`config.mk`:
```
export PLATFORM = sky130hd
export DESIGN_NAME = aes_lookup_table_entry_core
export DESIGN_NICKNAME = d
export VERILOG_FILES = /design/src/rtl/aes_lte_pkg.sv /design/src/rtl/aes_lookup_table_entry_core.sv /design/src/rtl/aes_lte_word.sv
export SDC_FILE = /design/constraint.sdc
export NUM_CORES = 1
export LEC_CHECK = 0
export ABC_CLOCK_PERIOD_IN_PS = 25900
export BUFFER_PORTS_ARGS = -buffer_cell sky130_fd_sc_hd__buf_2
export CORE_AREA = 10 10 218 220
export CTS_BUF_LIST = sky130_fd_sc_hd__clkbuf_16
export CTS_CLUSTER_SIZE = 30
export DETAILED_ROUTE_END_ITERATION = 16
export DIE_AREA = 0 0 228 230
export PLACE_DENSITY = 0.82
export SLEW_MARGIN = 20
export SYNTH_ARGS = -nofsm -noshare
export SYNTH_HDL_FRONTEND = slang
export SYNTH_HIERARCHICAL = 1
export SYNTH_SLANG_ARGS = --single-unit
```
`constraint.sdc`:
```
create_clock -name clk -period 25.9 [get_ports clk]
set_clock_uncertainty 0.1 [all_clocks]
set_input_delay 1.295 -clock clk [delete_from_list [all_inputs] [get_ports clk]]
set_output_delay 1.295 -clock clk [all_outputs]
set_load 0.02 [all_outputs]
```
`src/rtl/aes_lte_pkg.sv`:
```
// Package with command codes and GF(2^8) helper functions for the AES lookup word block.
package aes_lte_pkg;

  // Table kinds carried in the command field.
  localparam logic [1:0] CMD_FWD_ROUND = 2'd0;
  localparam logic [1:0] CMD_FWD_LAST  = 2'd1;
  localparam logic [1:0] CMD_INV_ROUND = 2'd2;
  localparam logic [1:0] CMD_INV_LAST  = 2'd3;

  // Low byte of the reduction polynomial x^8+x^4+x^3+x+1.
  localparam logic [7:0] GF_POLY_LOW   = 8'h1b;
  // Constants of the forward and inverse affine transforms.
  localparam logic [7:0] AFF_FWD_CONST = 8'h63;
  localparam logic [7:0] AFF_INV_CONST = 8'h05;

  localparam int unsigned IN_DATA_W  = 16;
  localparam int unsigned IN_USER_W  = 2;
  localparam int unsigned OUT_DATA_W = 32;

  typedef logic [7:0] gf_byte_t;

  // Multiply by x with reduction.
  function automatic gf_byte_t gf_xtime(input gf_byte_t a);
    gf_byte_t r;
    r = {a[6:0], 1'b0};
    if (a[7]) begin
      r = r ^ GF_POLY_LOW;
    end
    return r;
  endfunction

  // Shift-and-add field multiply; eight narrow steps.
  function automatic gf_byte_t gf_mul(input gf_byte_t a, input gf_byte_t b);
    gf_byte_t acc;
    gf_byte_t sh;
    acc = '0;
    sh  = a;
    for (int k = 0; k < 8; k++) begin
      if (b[k]) begin
        acc = acc ^ sh;
      end
      sh = gf_xtime(sh);
    end
    return acc;
  endfunction

  // Field squaring.
  function automatic gf_byte_t gf_sq(input gf_byte_t a);
    return gf_mul(a, a);
  endfunction

  // Field inverse as a^254 through a short addition chain; zero maps to zero.
  function automatic gf_byte_t gf_inv(input gf_byte_t a);
    gf_byte_t a2;
    gf_byte_t a3;
    gf_byte_t a12;
    gf_byte_t a15;
    gf_byte_t a240;
    gf_byte_t a252;
    a2   = gf_sq(a);
    a3   = gf_mul(a2, a);
    a12  = gf_sq(gf_sq(a3));
    a15  = gf_mul(a12, a3);
    a240 = gf_sq(gf_sq(gf_sq(gf_sq(a15))));
    a252 = gf_mul(a240, a12);
    return gf_mul(a252, a2);
  endfunction

  // Rotate a byte left.
  function automatic gf_byte_t rotl8(input gf_byte_t x, input int unsigned n);
    return gf_byte_t'((x << n) | (x >> (8 - n)));
  endfunction

  // Forward S-box: inverse followed by the affine transform.
  function automatic gf_byte_t sbox_fwd(input gf_byte_t x);
    gf_byte_t b;
    b = gf_inv(x);
    return b ^ rotl8(b, 1) ^ rotl8(b, 2) ^ rotl8(b, 3) ^ rotl8(b, 4) ^ AFF_FWD_CONST;
  endfunction

  // Inverse S-box: undo the affine transform, then invert.
  function automatic gf_byte_t sbox_inv(input gf_byte_t x);
    gf_byte_t b;
    b = rotl8(x, 1) ^ rotl8(x, 3) ^ rotl8(x, 6) ^ AFF_INV_CONST;
    return gf_inv(b);
  endfunction

endpackage

```
`src/rtl/aes_lookup_table_entry_core.sv`:
```
// Top level of the AES lookup word block: input register, lookup logic and result register.
// One word in, one 32-bit lookup word out. A word is held in an input register, passes the
// S-box and MixColumns-multiple logic combinationally and lands in the result register, and
// the block takes a new word every cycle while the output side keeps up. The lookup is
// computed in GF(2^8) logic rather than read from stored tables; there is no state and no
// configuration.
module aes_lookup_table_entry_core (
  input  logic                               clk,
  input  logic                               rst_n,
  input  logic                               in_tvalid,
  output logic                               in_tready,
  input  logic [aes_lte_pkg::IN_DATA_W-1:0]  in_tdata,   // [7:0] byte_index, [9:8] rotation,
                                                         // [15:10] zero
  input  logic [aes_lte_pkg::IN_USER_W-1:0]  in_tuser,   // [1:0] command
  output logic                               out_tvalid,
  input  logic                               out_tready,
  output logic [aes_lte_pkg::OUT_DATA_W-1:0] out_tdata   // [31:0] table_word
);

  logic        s1_valid_r;
  logic        s1_valid_nxt;
  logic [1:0]  s1_command_r;
  logic [7:0]  s1_index_r;
  logic [1:0]  s1_rotation_r;
  logic        out_valid_r;
  logic        out_valid_nxt;
  logic [31:0] out_word_r;
  logic [31:0] word;
  logic        s2_load;
  logic        in_accept;

  // Pipeline advance: the result register loads when empty or being drained.
  assign s2_load   = s1_valid_r && (!out_valid_r || out_tready);
  assign in_tready = !s1_valid_r || s2_load;
  assign in_accept = in_tvalid && in_tready;

  assign s1_valid_nxt  = in_accept || (s1_valid_r && !s2_load);
  assign out_valid_nxt = s2_load || (out_valid_r && !out_tready);

  // Valid bits.
  always_ff @(posedge clk) begin
    if (!rst_n) begin
      s1_valid_r  <= 1'b0;
      out_valid_r <= 1'b0;
    end else begin
      s1_valid_r  <= s1_valid_nxt;
      out_valid_r <= out_valid_nxt;
    end
  end

  // Input register.
  always_ff @(posedge clk) begin
    if (in_accept) begin
      s1_command_r  <= in_tuser;
      s1_index_r    <= in_tdata[7:0];
      s1_rotation_r <= in_tdata[9:8];
    end
  end

  // Lookup logic.
  aes_lte_word u_word (
    .command    (s1_command_r),
    .byte_index (s1_index_r),
    .rotation   (s1_rotation_r),
    .table_word (word)
  );

  // Result register.
  always_ff @(posedge clk) begin
    if (s2_load) begin
      out_word_r <= word;
    end
  end

  assign out_tvalid = out_valid_r;
  assign out_tdata  = out_word_r;

`ifndef SYNTHESIS
  // A held input word stays until it moves on.
  a_s1_hold: assert property (@(posedge clk) disable iff (!rst_n)
    (s1_valid_r && !s2_load) |=> s1_valid_r)
    else $error("input register lost a word");

  // The result register takes exactly the computed word.
  a_out_word: assert property (@(posedge clk) disable iff (!rst_n)
    s2_load |=> (out_tvalid && out_tdata == $past(word)))
    else $error("result register does not match lookup");

  // Input is refused only with both stages full and the output stalled.
  a_ready: assert property (@(posedge clk) disable iff (!rst_n)
    !in_tready |-> (s1_valid_r && out_valid_r && !out_tready))
    else $error("input stalled without cause");

  // Reset empties the pipeline.
  a_reset: assert property (@(posedge clk)
    !rst_n |=> (!out_tvalid && !s1_valid_r))
    else $error("pipeline not empty after reset");
`endif

endmodule

```
`src/rtl/aes_lte_word.sv`:
```
// Combinational lookup word: S-box value, MixColumns multiples and byte rotation.
module aes_lte_word (
  input  logic [1:0]  command,
  input  logic [7:0]  byte_index,
  input  logic [1:0]  rotation,
  output logic [31:0] table_word
);

  aes_lte_pkg::gf_byte_t s_fwd;
  aes_lte_pkg::gf_byte_t s_inv;
  logic [31:0]           word;

  // Both S-box directions; the command picks one.
  assign s_fwd = aes_lte_pkg::sbox_fwd(byte_index);
  assign s_inv = aes_lte_pkg::sbox_inv(byte_index);

  // Assemble the unrotated word, least significant byte first.
  always_comb begin
    unique case (command)
      aes_lte_pkg::CMD_FWD_ROUND: begin
        word = {aes_lte_pkg::gf_mul(8'd3, s_fwd), s_fwd, s_fwd,
                aes_lte_pkg::gf_mul(8'd2, s_fwd)};
      end
      aes_lte_pkg::CMD_FWD_LAST: begin
        word = {24'd0, s_fwd};
      end
      aes_lte_pkg::CMD_INV_ROUND: begin
        word = {aes_lte_pkg::gf_mul(8'd11, s_inv), aes_lte_pkg::gf_mul(8'd13, s_inv),
                aes_lte_pkg::gf_mul(8'd9, s_inv), aes_lte_pkg::gf_mul(8'd14, s_inv)};
      end
      default: begin
        word = {24'd0, s_inv};
      end
    endcase
  end

  // Rotate left by whole bytes.
  always_comb begin
    unique case (rotation)
      2'd0:    table_word = word;
      2'd1:    table_word = {word[23:0], word[31:24]};
      2'd2:    table_word = {word[15:0], word[31:16]};
      default: table_word = {word[7:0], word[31:8]};
    endcase
  end

endmodule

```
==> results.md <==
- Outcome: completed
- Slew Viols, Final: 0
- CP Launch Type: flop
- Layout cells sized above 1: around a tenth
- Storage cell area: between 0.001 and 0.0015 mm²
- Slowest CP cell: xnor3_1
- CTS H-tree lvls: 2
- Cts bufs inserted: 5
- Hold WC Path Type: flop to flop
- Post-CTS Setup Bufs: 0
- Final antenna-violating net count: 0
- Post-synth ARST share: 0%
- Most common cell on crit path: xnor3_1
- Layout area overhead: 2.72%
- Ys Warns: 6
- CP arrival: 24.34 ns
- CTS tree: built
- Reg2reg start: s1_index_r[1]
- Final setup violation count: 0
- Tmin final: 24.32 ns
- DRC: 0
- Setup TNS: 0 ns
- Hold depth: 2
- Slew margin rel.: 26.9%
- Die Area: between 0.05 and 0.06 mm²
- Vias/cell: 6.37
- EDFF count, synth: 44
- Final period utilization: between 90% and 100%
- Antenna violations before repair: 0
- Footprint of the multi-input gates: 0.0250 mm²
- Cell count of the worst reg-to-reg path: 66
- Hold wc startpoint: out_tvalid
- Req. time, crit path: 25.92 ns
- Actual slew at the worst max-slew pin: 1.09 ns
- Critical Path Start: s1_index_r[1]
- Syn_area_per_cell: 8.39 µm²
- Final hold vios: 0
- Yosys cell types: between 100 and 150
- Io pins: 56
- Largest stage delay on the critical path: 0.85 ns
- Crit end category: flop
- First-pass GRT wire length: 119000 µm
- Iter 0 DRT Violations: 2519
- Ys flop type: edfxtp_1
- Largest net degree at the start of global routing: 47
- Clock transition at path regs: 0.07 ns
- Via count: approximately 24000
- Die width: 228 µm
- DP HPWL: 53600 µm
- Post-Syn Area: ~0.028 mm²
- Max clock buf depth: 2
- Input/output buffers: 49
- Max_cap viols: 0
- Core Rows: between 70 and 80
- Fillers: 3438
- Register area share after synthesis: 4.91%
- Critical path class: flop to flop
- Die height: roughly 230 µm
- Core Region: approximately 0.043 mm²
- Synthesis-stage register bit count: 46
- Hold_buf cts: 0
- WL per Instance: 19.4 µm
- Initial Utilization: 64.6%
- Mapped Cells: 3303
- GRT Total Usage: between 20% and 30%
- RSZ-0062 raised after global routing: no
- Max Freq: 41.1 MHz
- Vias in the first global route: between 20000 and 25000
- Clk Latency, worst-skew pair: 0.29 ns
- Syn Nets: roughly 3300
- RePlAce Congestion: 0.907
- Remaining Overflow, GRT: 0
- # resized after CTS: 0
- Final antenna diode count: 0
- Clock Tree Root: clkbuf_16
- CTS Sinks: 46
- Drt first pass iters: 9
- CP Max Fanout: 34
- Routed wire length: 73700 µm
- Nets: 3253
cell type report:
class | count | share of cell area, %
tap | 585 | 2.57
multi-input combinational | 2959 | 88.0
timing repair buffer | 134 | 3.10
inverter | 69 | 0.910
clock buffer | 5 | 0.440
clock inverter | 3 | 0.224
sequential | 46 | 4.78
critical path: cells and delay by family (launching register included):
kind                       cells  cell delay, ns
buffers and inverters          6            1.89
muxes                          1            0.25
AOI/OAI and AO/OA             12            3.13
DFF                            1            0.32
adders and majority gates      4            2.27
and+or+nand+nor                7            0.94
xor gates and xnor gates      36           15.15
cells by family after synthesis:
| logic type | Yosys count | share of synthesized area [%] |
|---|---|---|
| muxes | 126 | 4.81 |
| adders and majority gates | 16 | 0.723 |
| xor gates and xnor gates | 1093 | 50.7 |
| DFF | 46 | 4.91 |
| buffers and inverters | 298 | 4.93 |
| and+or+nand+nor | 1125 | 18.8 |
| AOI/OAI and AO/OA | 599 | 15.2 |
final timing paths:
| kind | slack, ns | to |
|---|---|---|
| worst max-delay path | 1.58 | out_tdata[4] |
| worst min-delay path | 0.45 | s1_valid_r |
| worst max register to register | 1.58 | out_tdata[4] |
| worst min register to register | 0.45 | s1_valid_r |
cells in the mapped netlist, types with 14 or more instances:
cell type    n  area [µm²]
nor3_1      85         425
a21oi_1    140         701
a221oi_1    15         131
o31ai_1     18         135
xnor3_1    204        4590
and3_1      19         119
nand3_1     64         320
buf_2       72         360
a311oi_1    16         140
edfxtp_1    44        1320
a211oi_1    25         188
clkbuf_1   112         420
o21a_1      14         105
xor2_2      25         407
buf_4       26         195
xnor2_2     51         830
ha_1        16         200
mux2_2      25         282
or3_1       21         131
nand2_1    330        1240
nor4_1      14        87.6
xnor2_1    561        4910
xor3_1      37         880
xor2_1     182        1590
xnor3_2     17         404
and2_1      45         282
nor2_1     393        1480
o211ai_1    22         165
o22ai_1     31         194
o21ai_0    101         505
a22oi_1     23         173
inv_1       50         188
a31oi_1     24         150
mux2i_1     96         961
nor2b_1     43         269
nand2b_1    39         244
layout by cell type (no fill, tap or decap), drive strengths merged, types with 27 or more instances in the layout:
master	n
a21oi	141
nand2	330
nor2	397
and2	48
a211oi	27
mux2	27
o22ai	31
o21ai	114
inv	61
edfxtp	44
xnor3	221
buf	134
mux2i	96
nand3	64
nor2b	44
xor2	209
xor3	42
xnor2	621
nor3	86
nand2b	39
sequential cells by signal, indices dropped and copies added, names as in the netlist:
register and flops:
out_tvalid 1, s1_valid_r 1, out_tdata 32, s1_command_r 2, s1_index_r 8, s1_rotation_r 2
metrics by stage:
step	instances	util [%]	worst slack (ns)	hold slack [ns]	instance area (µm²)
finish	3801	66.4	1.58	0.450	28500
CTS	3801	66.3	1.84	0.460	28400
global route	3801	66.4	0.353	0.460	28500
global placement	3793	65.9	2.74	0.402	28200
floorplan	3303	-	5.53	0.437	27700
detailed placement	3793	65.9	2.02	0.449	28300
routing by layer:
metal  GRT usage (%)  vias up  wire length, µm
met3            2.63      210             5650
li1                -    11300                -
met2            45.6     1213            35700
met4            9.31        0             2370
met1            34.0    11500            30000
met5               0        -                0
Power is not shown: default switching activity piles up to over one toggle a cycle in this logic, so the estimate is an artifact.
